==> config.mk <==
export PLATFORM = sky130hd
export DESIGN_NAME = request_slot_id_allocator_core
export DESIGN_NICKNAME = d
export VERILOG_FILES = /design/src/rtl/rsa_pkg.sv /design/src/rtl/rsa_datapath.sv /design/src/rtl/rsa_ctrl.sv /design/src/rtl/request_slot_id_allocator_core.sv
export SDC_FILE = /design/constraint.sdc
export NUM_CORES = 1
export LEC_CHECK = 0
export ABC_AREA = 1
export BUFFER_PORTS_ARGS = -buffer_cell sky130_fd_sc_hd__buf_4
export CAP_MARGIN = 40
export CORE_ASPECT_RATIO = 1.2
export CORE_MARGIN = 2
export CORE_UTILIZATION = 55
export DETAILED_ROUTE_END_ITERATION = 12
export HOLD_SLACK_MARGIN = 0.08
export PLACE_DENSITY = 0.71
export SLEW_MARGIN = 5
export SYNTH_ARGS = -nofsm -noshare
export SYNTH_HDL_FRONTEND = slang
export SYNTH_SLANG_ARGS = --single-unit
==> constraint.sdc <==
create_clock -name clk_i -period 5.2 [get_ports clk_i]
set_input_delay 0.52 -clock clk_i [delete_from_list [all_inputs] [get_ports clk_i]]
set_output_delay 0.52 -clock clk_i [all_outputs]
set_load 0.03 [all_outputs]
==> src/rtl/rsa_pkg.sv <==
`default_nettype none
// ----------------------------------------------------------------------------
// rsa_pkg - shared types and constants of the request slot ID allocator
// Operation and status codes, field widths and controller/datapath links.
// ----------------------------------------------------------------------------
package rsa_pkg;

  // Default number of request slots
  localparam int SlotsDef = 64;

  // Fixed field widths of the stream payloads
  localparam int ModeW     = 2;
  localparam int SlotIdxW  = 8;
  localparam int OpcodeW   = 8;
  localparam int StreamW   = 2;
  localparam int StatusW   = 2;
  localparam int GrantW    = 6;
  localparam int FreeCntW  = 7;
  localparam int InDataW   = 24;
  localparam int OutDataW  = 24;

  // Operation requested by an input transaction
  typedef enum logic [ModeW-1:0] {
    MODE_ALLOC   = 2'd0,
    MODE_READ    = 2'd1,
    MODE_RELEASE = 2'd2,
    MODE_NOP     = 2'd3
  } mode_e;

  // Result status of an output transaction
  typedef enum logic [StatusW-1:0] {
    STS_OK        = 2'd0,
    STS_NO_FREE   = 2'd1,
    STS_BAD_INDEX = 2'd2,
    STS_ALL_FREE  = 2'd3
  } status_e;

  // Controller to datapath commands
  typedef struct packed {
    logic clear;   // init sweep writes one entry
    logic load;    // capture input transaction
    logic commit;  // update state and load output register
  } cmd_t;

  // Datapath to controller status
  typedef struct packed {
    logic clear_last;  // sweep is at its last entry
    logic out_free;    // output register can take a result
  } sts_t;

endpackage : rsa_pkg
`default_nettype wire

==> src/rtl/rsa_datapath.sv <==
`default_nettype none
// ----------------------------------------------------------------------------
// rsa_datapath - free stack, slot tables and result register
// Holds the LIFO free-index stack, the per-slot opcode/stream tables, the
// free level and the output register; acts on commands from the controller.
// ----------------------------------------------------------------------------
module rsa_datapath
  import rsa_pkg::*;
#(
  parameter int SLOTS = SlotsDef
) (
  input  wire logic                 clk_i,
  input  wire logic                 rst_ni,
  input  wire cmd_t                 cmd_i,
  output      sts_t                 sts_o,
  // input payload
  input  wire logic [InDataW-1:0]   in_data_i,   // slot_index, request_opcode, stream_mode
  input  wire logic [ModeW-1:0]     in_user_i,   // mode
  // result channel
  output      logic                 m_axis_tvalid,
  input  wire logic                 m_axis_tready,
  output      logic [OutDataW-1:0]  m_axis_tdata,  // granted_index, slot_opcode,
                                                   // slot_stream_mode, free_count
  output      logic [StatusW-1:0]   m_axis_tuser   // status
);

  localparam int IDX_W = (SLOTS > 1) ? $clog2(SLOTS) : 1;
  localparam int LVL_W = $clog2(SLOTS + 1);
  localparam int CMP_W = (LVL_W > SlotIdxW) ? LVL_W : SlotIdxW;

  // Captured input transaction
  mode_e                mode_q;
  logic [SlotIdxW-1:0]  sidx_q;
  logic [OpcodeW-1:0]   opc_q;
  logic [StreamW-1:0]   smode_q;

  // Control state
  logic [LVL_W-1:0]     level_q, level_d;
  logic [IDX_W-1:0]     clr_addr_q;
  logic                 out_valid_q;

  // Memories and their registered read data
  logic [IDX_W-1:0]     stack_mem [SLOTS];
  logic [OpcodeW-1:0]   opc_mem   [SLOTS];
  logic [StreamW-1:0]   smode_mem [SLOTS];
  logic [IDX_W-1:0]     stack_rd_q;
  logic [OpcodeW-1:0]   opc_rd_q;
  logic [StreamW-1:0]   smode_rd_q;

  // Output register
  status_e              out_status_q, res_status;
  logic [GrantW-1:0]    out_idx_q;
  logic [OpcodeW-1:0]   out_opc_q;
  logic [StreamW-1:0]   out_smode_q;
  logic [FreeCntW-1:0]  out_free_q;

  // Result and write-port signals
  logic [IDX_W-1:0]     res_idx;
  logic [OpcodeW-1:0]   res_opc;
  logic [StreamW-1:0]   res_smode;
  logic [IDX_W-1:0]     slot_addr;
  logic [IDX_W-1:0]     pop_addr;
  logic [IDX_W-1:0]     push_addr;
  logic                 idx_ok;
  logic                 stk_we, opc_we, smode_we;
  logic [IDX_W-1:0]     stk_wa, opc_wa, smode_wa, stk_wd;
  logic [OpcodeW-1:0]   opc_wd;
  logic [StreamW-1:0]   smode_wd;

  // Capture input transaction
  always_ff @(posedge clk_i) begin
    if (cmd_i.load) begin
      sidx_q  <= in_data_i[7:0];
      opc_q   <= in_data_i[15:8];
      smode_q <= in_data_i[17:16];
      mode_q  <= mode_e'(in_user_i);
    end
  end

  // Address decode
  assign slot_addr = IDX_W'(sidx_q[SlotIdxW-2:0]);
  assign pop_addr  = IDX_W'(level_q - LVL_W'(1));
  assign push_addr = IDX_W'(level_q);
  assign idx_ok    = !sidx_q[SlotIdxW-1] &&
                     (CMP_W'(sidx_q[SlotIdxW-2:0]) < CMP_W'(SLOTS));

  // Memory reads, one registered port each
  always_ff @(posedge clk_i) begin
    stack_rd_q <= stack_mem[pop_addr];
    opc_rd_q   <= opc_mem[slot_addr];
    smode_rd_q <= smode_mem[slot_addr];
  end

  // Operation result and state update
  always_comb begin
    res_status = STS_OK;
    res_idx    = '0;
    res_opc    = '0;
    res_smode  = '0;
    level_d    = level_q;
    stk_we     = 1'b0;
    stk_wa     = push_addr;
    stk_wd     = slot_addr;
    opc_we     = 1'b0;
    opc_wa     = slot_addr;
    opc_wd     = '0;
    smode_we   = 1'b0;
    smode_wa   = stack_rd_q;
    smode_wd   = smode_q;
    unique case (mode_q)
      MODE_ALLOC: begin
        if (level_q == '0) begin
          res_status = STS_NO_FREE;
        end else begin
          res_idx  = stack_rd_q;
          level_d  = level_q - LVL_W'(1);
          opc_we   = 1'b1;
          opc_wa   = stack_rd_q;
          opc_wd   = opc_q;
          smode_we = 1'b1;
        end
      end
      MODE_READ: begin
        if (!idx_ok) begin
          res_status = STS_BAD_INDEX;
        end else begin
          res_idx   = slot_addr;
          res_opc   = opc_rd_q;
          res_smode = smode_rd_q;
        end
      end
      MODE_RELEASE: begin
        if (!idx_ok) begin
          res_status = STS_BAD_INDEX;
        end else if (level_q == LVL_W'(SLOTS)) begin
          res_status = STS_ALL_FREE;
        end else begin
          res_idx = slot_addr;
          level_d = level_q + LVL_W'(1);
          stk_we  = 1'b1;
          opc_we  = 1'b1;
        end
      end
      MODE_NOP: begin
        res_status = STS_OK;
      end
      default: begin
        res_status = STS_OK;
      end
    endcase
    // init sweep overrides every write port
    if (cmd_i.clear) begin
      stk_we   = 1'b1;
      stk_wa   = clr_addr_q;
      stk_wd   = clr_addr_q;
      opc_we   = 1'b1;
      opc_wa   = clr_addr_q;
      opc_wd   = '0;
      smode_we = 1'b1;
      smode_wa = clr_addr_q;
      smode_wd = '0;
    end else if (!cmd_i.commit) begin
      stk_we   = 1'b0;
      opc_we   = 1'b0;
      smode_we = 1'b0;
    end
  end

  // Memory writes
  always_ff @(posedge clk_i) begin
    if (stk_we) begin
      stack_mem[stk_wa] <= stk_wd;
    end
    if (opc_we) begin
      opc_mem[opc_wa] <= opc_wd;
    end
    if (smode_we) begin
      smode_mem[smode_wa] <= smode_wd;
    end
  end

  // Free level and init sweep counter
  always_ff @(posedge clk_i or negedge rst_ni) begin
    if (!rst_ni) begin
      level_q    <= LVL_W'(SLOTS);
      clr_addr_q <= '0;
    end else begin
      if (cmd_i.commit) begin
        level_q <= level_d;
      end
      if (cmd_i.clear) begin
        clr_addr_q <= clr_addr_q + IDX_W'(1);
      end
    end
  end

  // Output register valid
  always_ff @(posedge clk_i or negedge rst_ni) begin
    if (!rst_ni) begin
      out_valid_q <= 1'b0;
    end else if (cmd_i.commit) begin
      out_valid_q <= 1'b1;
    end else if (m_axis_tready) begin
      out_valid_q <= 1'b0;
    end
  end

  // Output register payload
  always_ff @(posedge clk_i) begin
    if (cmd_i.commit) begin
      out_status_q <= res_status;
      out_idx_q    <= GrantW'(res_idx);
      out_opc_q    <= res_opc;
      out_smode_q  <= res_smode;
      out_free_q   <= FreeCntW'(level_d);
    end
  end

  assign sts_o.clear_last = (clr_addr_q == IDX_W'(SLOTS - 1));
  assign sts_o.out_free   = !out_valid_q || m_axis_tready;

  assign m_axis_tvalid = out_valid_q;
  assign m_axis_tuser  = out_status_q;
  assign m_axis_tdata  = {1'b0, out_free_q, out_smode_q, out_opc_q, out_idx_q};

  // Free level never exceeds the slot count
  a_level_bound : assert property (@(posedge clk_i) disable iff (!rst_ni)
    level_q <= LVL_W'(SLOTS))
    else $error("free level above slot count");

  // A pending result is never overwritten
  a_no_overwrite : assert property (@(posedge clk_i) disable iff (!rst_ni)
    !(cmd_i.commit && out_valid_q && !m_axis_tready))
    else $error("result register overwritten");

  // Successful allocate pops exactly one entry
  a_alloc_pop : assert property (@(posedge clk_i) disable iff (!rst_ni)
    (cmd_i.commit && mode_q == MODE_ALLOC && level_q != '0)
      |=> level_q == $past(level_q) - LVL_W'(1))
    else $error("allocate did not pop one entry");

  // Init sweep never overlaps a capture or a commit
  a_clear_excl : assert property (@(posedge clk_i) disable iff (!rst_ni)
    !(cmd_i.clear && (cmd_i.commit || cmd_i.load)))
    else $error("transaction during init sweep");

endmodule : rsa_datapath
`default_nettype wire

==> src/rtl/rsa_ctrl.sv <==
`default_nettype none
// ----------------------------------------------------------------------------
// rsa_ctrl - sequencing controller of the request slot ID allocator
// Runs the init sweep after reset, then steps each transaction through
// capture, memory read and commit.
// ----------------------------------------------------------------------------
module rsa_ctrl
  import rsa_pkg::*;
(
  input  wire logic clk_i,
  input  wire logic rst_ni,
  input  wire logic in_valid_i,
  output      logic in_ready_o,
  input  wire sts_t sts_i,
  output      cmd_t cmd_o
);

  typedef enum logic [1:0] {
    ST_CLEAR,
    ST_IDLE,
    ST_EXEC,
    ST_DONE
  } state_e;

  state_e state_q;
  logic   in_ready_q;
  logic   accept;

  assign accept = in_valid_i && in_ready_q;

  // State and registered ready
  always_ff @(posedge clk_i or negedge rst_ni) begin
    if (!rst_ni) begin
      state_q    <= ST_CLEAR;
      in_ready_q <= 1'b0;
    end else begin
      unique case (state_q)
        ST_CLEAR: begin
          if (sts_i.clear_last) begin
            state_q    <= ST_IDLE;
            in_ready_q <= 1'b1;
          end
        end
        ST_IDLE: begin
          if (accept) begin
            state_q    <= ST_EXEC;
            in_ready_q <= 1'b0;
          end
        end
        // memory read in flight
        ST_EXEC: begin
          state_q <= ST_DONE;
        end
        // wait for a free result slot, then commit
        ST_DONE: begin
          if (sts_i.out_free) begin
            state_q    <= ST_IDLE;
            in_ready_q <= 1'b1;
          end
        end
        default: begin
          state_q    <= ST_CLEAR;
          in_ready_q <= 1'b0;
        end
      endcase
    end
  end

  assign in_ready_o   = in_ready_q;
  assign cmd_o.clear  = (state_q == ST_CLEAR);
  assign cmd_o.load   = accept;
  assign cmd_o.commit = (state_q == ST_DONE) && sts_i.out_free;

  // Ready is only offered in the idle state
  a_ready_idle : assert property (@(posedge clk_i) disable iff (!rst_ni)
    in_ready_q |-> state_q == ST_IDLE)
    else $error("ready outside idle");

  // Every accepted transaction passes through the exec state and then the done state
  a_accept_seq : assert property (@(posedge clk_i) disable iff (!rst_ni)
    accept |=> state_q == ST_EXEC ##1 state_q == ST_DONE)
    else $error("accepted transaction skipped a stage");

  // Commit returns to idle with ready raised
  a_commit_ready : assert property (@(posedge clk_i) disable iff (!rst_ni)
    cmd_o.commit |=> in_ready_q)
    else $error("ready not restored after commit");

endmodule : rsa_ctrl
`default_nettype wire

==> src/rtl/request_slot_id_allocator_core.sv <==
`default_nettype none
// ----------------------------------------------------------------------------
// request_slot_id_allocator_core - request slot ID allocator
// Hands out slot IDs from a LIFO free-index stack and keeps an opcode and a
// stream strategy per slot.
// ----------------------------------------------------------------------------
// Usage:
//   s_axis carries one operation per transaction: tuser selects allocate,
//   read, release or no-op; tdata carries slot index, opcode and stream mode.
//   m_axis returns exactly one result per operation, in order: tuser holds
//   the status, tdata the granted/read index, stored fields and free count.
// Timing:
//   The block takes one operation at a time through capture, a registered
//   memory read, then commit of stack, tables and level, with s_axis_tready
//   low until commit; m_axis_tvalid is set by that commit. The result
//   sits in an output register, so the next operation is
//   accepted while it waits; a receiver stall holds that operation at its
//   commit step until the output register frees up.
// Reset:
//   After reset an init sweep writes stack entry i with i
//   and zeroes both slot tables; s_axis_tready stays low until it ends.
//   All SLOTS slots are then free; the first allocate grants SLOTS-1.
// ----------------------------------------------------------------------------
module request_slot_id_allocator_core
  import rsa_pkg::*;
#(
  parameter int SLOTS = SlotsDef
) (
  input  wire logic                 clk_i,
  input  wire logic                 rst_ni,
  // operation channel
  input  wire logic                 s_axis_tvalid,
  output      logic                 s_axis_tready,
  input  wire logic [InDataW-1:0]   s_axis_tdata,  // slot_index, request_opcode,
                                                   // stream_mode
  input  wire logic [ModeW-1:0]     s_axis_tuser,  // mode
  // result channel
  output      logic                 m_axis_tvalid,
  input  wire logic                 m_axis_tready,
  output      logic [OutDataW-1:0]  m_axis_tdata,  // granted_index, slot_opcode,
                                                   // slot_stream_mode, free_count
  output      logic [StatusW-1:0]   m_axis_tuser   // status
);

  cmd_t cmd;
  sts_t sts;

  // Sequencing
  rsa_ctrl u_ctrl (
    .clk_i      (clk_i),
    .rst_ni     (rst_ni),
    .in_valid_i (s_axis_tvalid),
    .in_ready_o (s_axis_tready),
    .sts_i      (sts),
    .cmd_o      (cmd)
  );

  // Stack, tables and result register
  rsa_datapath #(
    .SLOTS (SLOTS)
  ) u_datapath (
    .clk_i         (clk_i),
    .rst_ni        (rst_ni),
    .cmd_i         (cmd),
    .sts_o         (sts),
    .in_data_i     (s_axis_tdata),
    .in_user_i     (s_axis_tuser),
    .m_axis_tvalid (m_axis_tvalid),
    .m_axis_tready (m_axis_tready),
    .m_axis_tdata  (m_axis_tdata),
    .m_axis_tuser  (m_axis_tuser)
  );

endmodule : request_slot_id_allocator_core
`default_nettype wire
==> Word level (Yosys, flattened, before mapping) <==
Memories as Yosys holds them, arrays and structs flattened. A register that Yosys moved wholly into a read port is not among the register bits.
Cells that the tools add are included.
{ "classes": {"add_sub_neg": 3, "n_lt_le_gt_ge": 1, "n_eq_ne": 11, "muxes": 52, "reduce_logical": 14} }
{ "ops": {"columns": ["operator", "n"], "rows": [
  ["6-bit 2-to-1 mux", 10],
  ["8-bit 2-to-1 mux", 3],
  ["1-bit 2-to-1 mux", 23],
  ["7-bit 2-to-1 mux", 3],
  ["6-bit case mux with 3 select lines", 1],
  ["2-bit case mux with 4 select lines", 2],
  ["2-bit 2-to-1 mux", 7],
  ["7-bit case mux with 2 select lines", 1],
  ["2-bit equality test, second input constant", 4],
  ["7-bit by 1-bit adder with 7-bit output, second input constant", 1],
  ["7-bit equality test, second input constant", 1],
  ["7-bit logical NOT", 1],
  ["7-bit < comparator, second input constant", 1],
  ["7-bit by 1-bit subtractor with 7-bit output, second input constant", 1],
  ["6-bit by 1-bit adder with 6-bit output, second input constant", 1],
  ["6-bit equality test, second input constant", 1],
  ["2-bit by 1-bit inequality test with 1-bit output, second input constant", 3],
  ["2-bit by 1-bit equality test with 1-bit output, second input constant", 2],
  ["2-bit logical NOT", 2],
  ["4-bit AND reduction", 1],
  ["1-bit logical AND", 3],
  ["1-bit case mux with 3 select lines", 1],
  ["3-bit AND reduction", 1],
  ["3-bit nonzero test", 1],
  ["5 further kinds", 6]
]} }
{ "word_totals": {"reg_bits": 62, "ram_bits": 1024, "input_bits": 30, "out_inout_bits": 28, "word_cells": 98, "n_memories": 3} }
{ "mem_list": {"columns": ["name", "depth", "word_bits", "read_ports", "rd_ports_with_merged_regs", "write_ports", "line", "source"], "rows": [
  ["u_datapath.opc_mem", 64, 8, 1, 1, 1, "rsa_datapath.sv:44", "logic [OpcodeW-1:0] opc_mem [SLOTS];"],
  ["u_datapath.stack_mem", 64, 6, 1, 1, 1, "rsa_datapath.sv:43", "logic [IDX_W-1:0] stack_mem [SLOTS];"],
  ["u_datapath.smode_mem", 64, 2, 1, 1, 1, "rsa_datapath.sv:45", "logic [StreamW-1:0] smode_mem [SLOTS];"]
]} }

==> Depth between registers and ports, before layout <==
Gate-level depths: netlist of the first run.
{ "logic_depth": {"depth_word": 8, "depth_mapped": 16, "depth_no_buf": 13} }

==> Cells and area by module <==
A second synthesis of the first run with hierarchy kept.
{ "hier_totals": {"cells_unflattened": 4229, "area_unflattened_um2": 46291.9} }
{ "modules_own_cells": {"columns": ["mod", "instances", "cells_each", "area_per_inst_um2", "seq_area_each_um2"], "rows": [
  ["rsa_datapath", 1, 4194, 46035.4, 32772.7],
  ["rsa_ctrl", 1, 35, 256.5, 75.1]
]} }

==> Worst setup path after synthesis of the first run <==
No wires, ideal clock.
{ "synth_timing": {"path_kind": "register to register", "start": "reg u_ctrl.state_q[0]", "end": "mem u_datapath.stack_mem[0][5] in the netlist's numbering, data pin", "t_arrival_ns": 3.610, "required_ns": 4.498, "slack_ns": 0.888, "path_stages_with_launch": 6, "path_buffers": 2, "period_less_slack_ns": 4.312, "cell_sequence": "dfrtp_1 inv_1 ha_1 buf_2 clkbuf_1 o21ai_0"} }
{ "synth_between": {"elab_chain_len": 2} }
{ "synth_rtl": {"columns": ["item", "line", "source"], "rows": [
  ["start: declaration", "rsa_ctrl.sv:25", "state_e state_q;"],
  ["start signal: assignment", "rsa_ctrl.sv:34", "state_q <= ST_CLEAR;"],
  ["start signal: assignment", "rsa_ctrl.sv:40", "state_q <= ST_IDLE;"],
  ["start signal: assignment", "rsa_ctrl.sv:46", "state_q <= ST_EXEC;"],
  ["2-bit logical NOT", "rsa_ctrl.sv:70", "assign cmd_o.clear = (state_q == ST_CLEAR);"],
  ["6-bit 2-to-1 mux", "rsa_datapath.sv:152", "if (cmd_i.clear) begin"],
  ["named net u_datapath.stk_wd[5]", "rsa_datapath.sv:66", "logic [IDX_W-1:0] stk_wa, opc_wa, smode_wa, stk_wd;"],
  ["end: declaration", "rsa_datapath.sv:43", null]
]} }
The timed path passes the listed nets, and every way through them passes these cells.

==> Final worst setup path of the first run <==
{ "layout_timing": {"start": "reg u_ctrl.state_q[0]", "end": "mem u_datapath.stack_mem[62][2] in the netlist's numbering (enable)"} }
{ "layout_between": {"elab_chain_len": 6, "elab_cells_between_ends": 8, "cone_classes": "eq/ne (1); mux (5); reduce/logical (2)"} }
{ "layout_rtl": {"columns": ["item", "line", "source"], "rows": [
  ["2-bit equality test", "rsa_ctrl.sv:72", "assign cmd_o.commit = (state_q == ST_DONE) && sts_i.out_free;"],
  ["1-bit logical AND", "rsa_ctrl.sv:72", null],
  ["1-bit 2-to-1 mux", "rsa_datapath.sv:162", "end else if (!cmd_i.commit) begin"],
  ["1-bit 2-to-1 mux", "rsa_datapath.sv:152", null],
  ["1-bit 2-to-1 mux", "rsa_datapath.sv:171", "if (stk_we) begin"],
  ["1-bit 2-to-1 mux (not written as such)", "rsa_datapath.sv:172", "stack_mem[stk_wa] <= stk_wd;"]
]} }
Parallel ways exist; a longest one is shown, timed or not.

==> summary.md, run 1 <==
| Metric | Value |
|---|---|
| Status | finished, final reports clean |
| HPWL after detailed placement | 64,600 um |
| Hold path endpoint | u_datapath.m_axis_tvalid$_DFFE_PN0P_ |
| Final Hold Violating Endpoints | 0 |
| Fmax | 0.280 GHz |
| Post-Route WL | 111,000 um |
| Power per cell area | 535 nW/um^2 |
| Clk pin slew, worst setup/hold paths | 0.06 ns |
| VDD IR max | 0.450 mV |
| Iteration-0 DRC count of the detailed router | 3,221 |
| Critical Path End Type | flip-flop |
| Port Buffers | 50 |
| DRC violations left | 0 |
| Synth Register Bits | 1,102 |
| Mapped Area | 45,600 sq um |
| Fillers | 6,187 |
| CP max stage cell | nor2_1 |
| H-tree depth | 3 |
| First-pass GRT wire length | 166,000 um |
| Seq/Total Area, Yosys | 0.721 |
| Flip-flop and latch area | 32,900 sq um |
| Reg2reg setup slack | 1.63 ns |
| Mapped Avg Cell Area | 11.3 sq um |
| DIE WIDTH | 267 um |
| CP Launch Type | flip-flop |
| Footprint of the multi-input gates | 11,600 sq um |
| TritonCTS sink count | 1,102 |
| N_diodes | 0 |
| Initial antenna violation count | 1 |
| Rows | 115 |
| Slew @ Worst Pin | 0.959 ns |
| CTS Buffer Depth | 3 |
| Vias | 30,100 |
| CTS root buf | clkbuf_16 |
| CP Class | flip-flop to flip-flop |
| RePlAce Congestion | 0.961 |
| Clock skew | 0.0318 ns |
| Vias per cell | 5.80 |
| Post-route antenna net violation count | 0 |
| Syn Nets | 4,055 |
| Worst hold start | m_axis_tready |
| Largest stage delay on the critical path | 0.69 ns |
| Vias in the first global route | 28,900 |
| Num CTS Buffers | 106 |
| Post-route cell area | 50,900 sq um |
| Period utilization | 0.687 |
| Chip height | 319 um |
| Largest fanout on the critical path | 32 |
| Final setup vio count | 0 |
| Worst hold path class | input pin to flip-flop |
| Worst slew margin | 0.361 |
| Post-CTS sizing | 0 |
| Top-level I/O count | 58 |
| Count of cell types in the netlist | 38 |
| Die area | 85,200 sq um |
| Initial Utilization | 0.556 |
| Reg2reg path depth | 8 |
| Reg-to-Reg Start | u_ctrl.state_q[0]$_DFFE_PN0P_ |
| Gr usage total | 0.259 |
| RSZ-0062 raised after global routing | false |
| Pre-antenna DRT Iters | 6 |
| Largest net degree at the start of global routing | 169 |
| Final min period | 3.57 ns |
| Terminus of the critical flop-to-flop path | u_datapath.stack_mem[62][2]$_DFFE_PP_ |
| Maxcap violations | 0 |
| Worst Hold Depth | 4 |
| Mapped Cells | 4,017 |
| Core area | 82,000 sq um |
| Yosys warning count | 0 |
| Critical Path RT | 5.50 ns |
| Placed instance area | 47,200 sq um |
| Worst-Skew Late Latency | 0.68 ns |
| Final Max Tran Viols | 0 |
| CP arrival | 3.87 ns |
| Share of layout cells above drive strength 1 | 0.0868 |
| Crit-path cells | inv_1, ha_2, buf_12, o21ai_0, inv_1, nor2_1, nand3_1, nor2_1 |
| Wire length per cell | 21.4 um |
| Fin Setup TNS | 0 ns |
| CTS tree | done |
| Pleak | 0.0184 uW |
| Fin nets | 4,074 |
| GR Overflow Total | 0 |
| Layout overhead on the synthesized area | 11.7% |
final cells by class:
type	count	area share
multi-input combinational	2587	0.228
clock buffer	142	0.0584
clock inverter	56	0.0105
inverter	104	0.00792
tap	1053	0.0259
sequential	1102	0.645
timing repair buffer	135	0.0240
Yosys cell counts:
cell type	count	area, sq um
inv_1	85	319
nor2_1	524	1970
nor3_2	3	30.0
a21oi_1	11	55.1
clkinv_1	2	7.51
inv_2	17	63.8
dfxtp_1	16	320
xnor2_1	1	8.76
nand2_2	8	50.1
nand3_1	688	3440
nand2_1	1032	3870
buf_1	51	191
nor4_1	1	6.26
o211ai_1	33	248
nor2_2	2	12.5
o21ai_0	207	1040
clkbuf_1	122	458
buf_4	4	30.0
o21ai_1	3	15.0
nand2_4	5	56.3
or2_2	1	6.26
dfrtp_1	16	400
o31ai_1	2	15.0
buf_6	1	11.3
xor2_2	1	16.3
nor3_1	7	35.0
dfstp_2	1	26.3
o21ai_2	1	8.76
nand4_2	6	75.1
nand4_1	13	81.3
o22ai_1	2	12.5
xor2_1	9	78.8
nand3_2	14	140
edfxtp_1	1069	32100
nor2_4	4	45.0
ha_1	8	100
buf_2	46	230
conb_1	1	3.75
power breakdown:
group	leakage [uW]	switching, uW	internal, uW
clock	0.00172	3280	4420
sequential	0.0101	268	10800
combinational	0.00652	6270	2140
cell families after synthesis:
kind of cell | Yosys count | share of synthesized area
other | 1 | 0.0000823
flip-flops | 1102 | 0.721
XOR/XNOR | 11 | 0.00228
AO/OA/AOI/OAI | 259 | 0.0305
adder cells (fa/ha/maj) | 8 | 0.00220
AND/OR/NAND/NOR | 2308 | 0.215
buffers and inverters | 328 | 0.0288
critical path: cells and delay by family (launching register included):
| family | cells | cell delay (ns) |
|---|---|---|
| AO/OA/AOI/OAI | 1 | 0.54 |
| adder cells (fa/ha/maj) | 1 | 0.21 |
| buffers and inverters | 3 | 0.46 |
| flip-flops | 1 | 0.43 |
| AND/OR/NAND/NOR | 3 | 1.51 |
through the flow:
stage	hold WS, ns	util	worst slack [ns]	cells	power, uW
after CTS	0.117	0.621	1.67	5179	27200
final	0.151	0.621	1.63	5179	27200
after global routing	0.158	0.621	1.45	5179	28400
after floorplan	0.224	-	0.888	4017	16600
after global placement	0.427	0.573	1.40	4950	19300
after detailed placement	0.424	0.575	1.73	4960	19600
worst max-delay path by stage:
stage	start	to	slack (ns)	cells past startpoint
global route	u_ctrl.state_q[0]$_DFFE_PN0P_	u_datapath.stack_mem[62][2]$_DFFE_PP_	1.45	8
global placement	u_ctrl.state_q[1]$_DFFE_PN0P_	u_datapath.stack_mem[7][1]$_DFFE_PP_	1.40	8
floorplan	u_ctrl.state_q[0]$_DFFE_PN0P_	u_datapath.stack_mem[0][5]$_DFFE_PP_	0.89	5
finish	u_ctrl.state_q[0]$_DFFE_PN0P_	u_datapath.stack_mem[62][2]$_DFFE_PP_	1.63	8
CTS	u_ctrl.state_q[0]$_DFFE_PN0P_	u_datapath.stack_mem[62][2]$_DFFE_PP_	1.67	8
detailed placement	u_ctrl.state_q[0]$_DFFE_PN0P_	u_datapath.stack_mem[62][2]$_DFFE_PP_	1.73	8
sequential cells by signal, indices dropped and copies added (netlist names), 8 cells and up:
| name | cells |
|---|---|
| u_datapath.opc_mem | 512 |
| u_datapath.stack_mem | 384 |
| u_datapath.smode_mem | 128 |
| u_datapath.opc_q | 8 |
| u_datapath.opc_rd_q | 8 |
| u_datapath.out_opc_q | 8 |
| u_datapath.sidx_q | 8 |
metal layers:
| metal | up-vias | GRT usage | share of wire |
|---|---|---|---|
| met2 | 1279 | 0.439 | 0.50 |
| met1 | 14500 | 0.336 | 0.38 |
| li1 | 14000 | - | - |
| met3 | 272 | 0.0340 | 0.078 |
| met4 | 0 | 0.113 | 0.042 |
| met5 | - | 0 | 0 |
placed cells by master (no fill, tap or decap), drive strengths merged:
| cell | n |
|---|---|
| xnor2 | 1 |
| o31ai | 2 |
| nand4 | 19 |
| buf | 114 |
| a21oi | 11 |
| inv | 107 |
| clkinv | 41 |
| nand2 | 1045 |
| bufinv | 8 |
| or2 | 1 |
| dfrtp | 16 |
| clkbuf | 142 |
| nand3 | 702 |
| o22ai | 2 |
| o21ai | 211 |
| edfxtp | 1069 |
| nor4 | 1 |
| o211ai | 33 |
| xor2 | 10 |
| dfstp | 1 |
| ha | 8 |
| conb | 1 |
| dfxtp | 16 |
| clkinvlp | 4 |
| nor2 | 530 |
| nor3 | 10 |
| dlygate4sd3 | 21 |
timing repair:
item,4_1_cts,5_1_grt
hold endpoints to repair,37,0
setup buffers,0,0
hold buffers,21,0
(Power assumes the default switching activity.)
==> run 2, diff against run 1 <==
Clock period 5.2 ns to 3.6 ns, I/O delays scaled along.
==> summary.md, run 2 (synthesis gave the netlist of run 1 again) <==
| Metric | Value |
|---|---|
| Status | finished, final reports clean |
| First-pass GRT wire length | 171,000 um |
| Post-CTS setup buffer count | 0 |
| Largest fanout on the critical path | 19 |
| GR Overflow Total | 0 |
| Post-route antenna net violation count | 0 |
| CTS root buf | clkbuf_16 |
| HPWL after detailed placement | 67,100 um |
| Die area | 85,200 sq um |
| Gr usage total | 0.266 |
| Fmax | 0.305 GHz |
| DIE WIDTH | 267 um |
| Wire length per cell | 21.5 um |
| Fin nets | 4,161 |
| Net Switching | 14,100 uW |
| Commonest non-fill, non-tap cell in the layout | edfxtp_1 |
| Layout overhead on the synthesized area | 13.2% |
| VDD IR max | 0.977 mV |
| RSZ-0062 raised after global routing | false |
| Finished Core Util | 0.629 |
| Pre-antenna DRT Iters | 9 |
| Critical Path End Type | flip-flop |
| Post-CTS sizing | 0 |
| Top-level I/O count | 58 |
| Seq pwr share | 0.405 |
| Clock skew | 0.0383 ns |
| Initial antenna violation count | 3 |
| Final setup vio count | 0 |
| Internal power | 25,500 uW |
| Critical Path RT | 3.89 ns |
| Final min period | 3.28 ns |
| DRC violations left | 0 |
| Footprint of the multi-input gates | 11,600 sq um |
| Power per cell area | 768 nW/um^2 |
| Port Buffers | 50 |
| Post-Route WL | 113,000 um |
| Initial Utilization | 0.556 |
| CTS tree | done |
| Period utilization | 0.911 |
| Chip height | 319 um |
| Hold_buf cts | 22 |
| Worst hold path class | input pin to async pin |
| Num CTS Buffers | 103 |
| H-tree depth | 3 |
| CTS Buffer Depth | 3 |
| Pleak | 0.0188 uW |
| Worst slew margin | 0.356 |
| RePlAce Congestion | 0.918 |
| Final Hold Violating Endpoints | 0 |
| Fin Setup TNS | 0 ns |
| CP Class | flip-flop to flip-flop |
| CP arrival | 3.57 ns |
| Top Registers | u_datapath.opc_mem x512, u_datapath.stack_mem x384, u_datapath.smode_mem x128 |
| Iteration-0 DRC count of the detailed router | 3,242 |
| Worst-Skew Late Latency | 0.68 ns |
| Sw Share | 0.356 |
| Gate power share | 0.313 |
| Slew @ Worst Pin | 0.965 ns |
| Flip-flop and latch area | 32,900 sq um |
| Vias per cell | 5.80 |
| Most frequent cells in the layout | edfxtp_1 (1,069), nand2_1 (1,032), nand3_1 (688) |
| TritonCTS sink count | 1,102 |
| Final Max Tran Viols | 0 |
| Vias in the first global route | 29,300 |
| Largest net degree at the start of global routing | 203 |
| Clk pin slew, worst setup/hold paths | 0.06 ns |
| CP Launch Type | flip-flop |
| Rows | 115 |
| Biggest register | u_datapath.opc_mem |
| N_diodes | 0 |
| Clk network pwr share | 0.282 |
| Core area | 82,000 sq um |
| Number of flip-flops in the largest register | 512 |
| Reg2reg setup slack | 0.32 ns |
| Maxcap violations | 0 |
| Share of layout cells above drive strength 1 | 0.105 |
| Fillers | 6,219 |
| Vias | 30,500 |
[run 2: cell count changes in the layout (fill, tap and decap cells not counted), moves of 4 or more]
| cell | before | now |
|---|---|---|
| buf_4 | 101 | 188 |
| buf_12 | 5 | 14 |
| bufinv_16 | 8 | 14 |
| clkinv_1 | 18 | 12 |
| buf_16 | 5 | 1 |
| clkbuf_16 | 110 | 106 |
| clkinvlp_4 | 4 | 0 |
[run 2: stage by stage]
| stage | area [sq um] | hold slack (ns) | std cells | total power (uW) | worst slack, ns |
|---|---|---|---|---|---|
| floorplan | 45600 | 0.0644 | 4017 | 23900 | -0.712 |
| global placement | 47800 | 0.258 | 5046 | 28300 | 0.406 |
| detailed placement | 47900 | 0.255 | 5049 | 28500 | 0.399 |
| CTS | 51600 | 0.117 | 5256 | 39600 | 0.367 |
| global route | 51600 | 0.159 | 5256 | 41300 | 0.171 |
| finish | 51600 | 0.143 | 5256 | 39600 | 0.320 |
[run 2: power groups by stage]
stage / clock network, uW / logic (uW) / registers, uW
2_1_floorplan: 0 / 7520 / 16400
3_3_place_gp: 0 / 12000 / 16300
3_5_place_dp: 0 / 12200 / 16300
4_1_cts: 11300 / 12300 / 16000
5_1_grt: 11800 / 13500 / 16100
6_report: 11200 / 12400 / 16000
[run 2: final cells by class]
class / instances / area share
flip-flops and latches: 1102 / 0.637
repair buffers: 225 / 0.0376
inverters: 104 / 0.00781
multi-input cells: 2587 / 0.225
clock inverters: 44 / 0.0112
clock buffers: 141 / 0.0565
well taps: 1053 / 0.0255
[run 2: per-layer routing]
layer | share of wire | GRT usage
met2 | 0.49 | 0.446
met1 | 0.38 | 0.342
met3 | 0.071 | 0.0317
met5 | 0.00011 | 0
met4 | 0.051 | 0.136
[run 2: path summary, 6_finish.rpt]
kind                                           startpoint  depth (start not counted)                               endpoint
max                         u_ctrl.state_q[0]$_DFFE_PN0P_                          8   u_datapath.stack_mem[4][1]$_DFFE_PP_
max in group asynchronous                          rst_ni                          2      u_datapath.level_q[6]$_DFFE_PN1P_
min reg2reg                u_datapath.opc_rd_q[5]$_DFF_P_                          2  u_datapath.out_opc_q[5]$_SDFFCE_PN0P_
max reg2reg                 u_ctrl.state_q[0]$_DFFE_PN0P_                          8   u_datapath.stack_mem[4][1]$_DFFE_PP_
min                                                rst_ni                          2   u_datapath.m_axis_tvalid$_DFFE_PN0P_
min in group clk_i                          s_axis_tvalid                          5          u_ctrl.in_ready_o$_DFFE_PN0P_
[run 2: worst max-delay path: stages (launching register included)]
cell and delay [ns]:
dfrtp_1 0.44, inv_1 0.12, ha_2 0.54, inv_2 0.30, a21oi_1 0.38, nand2_1 0.12
nor2_1 0.32, inv_1 0.20, nor2_1 0.47
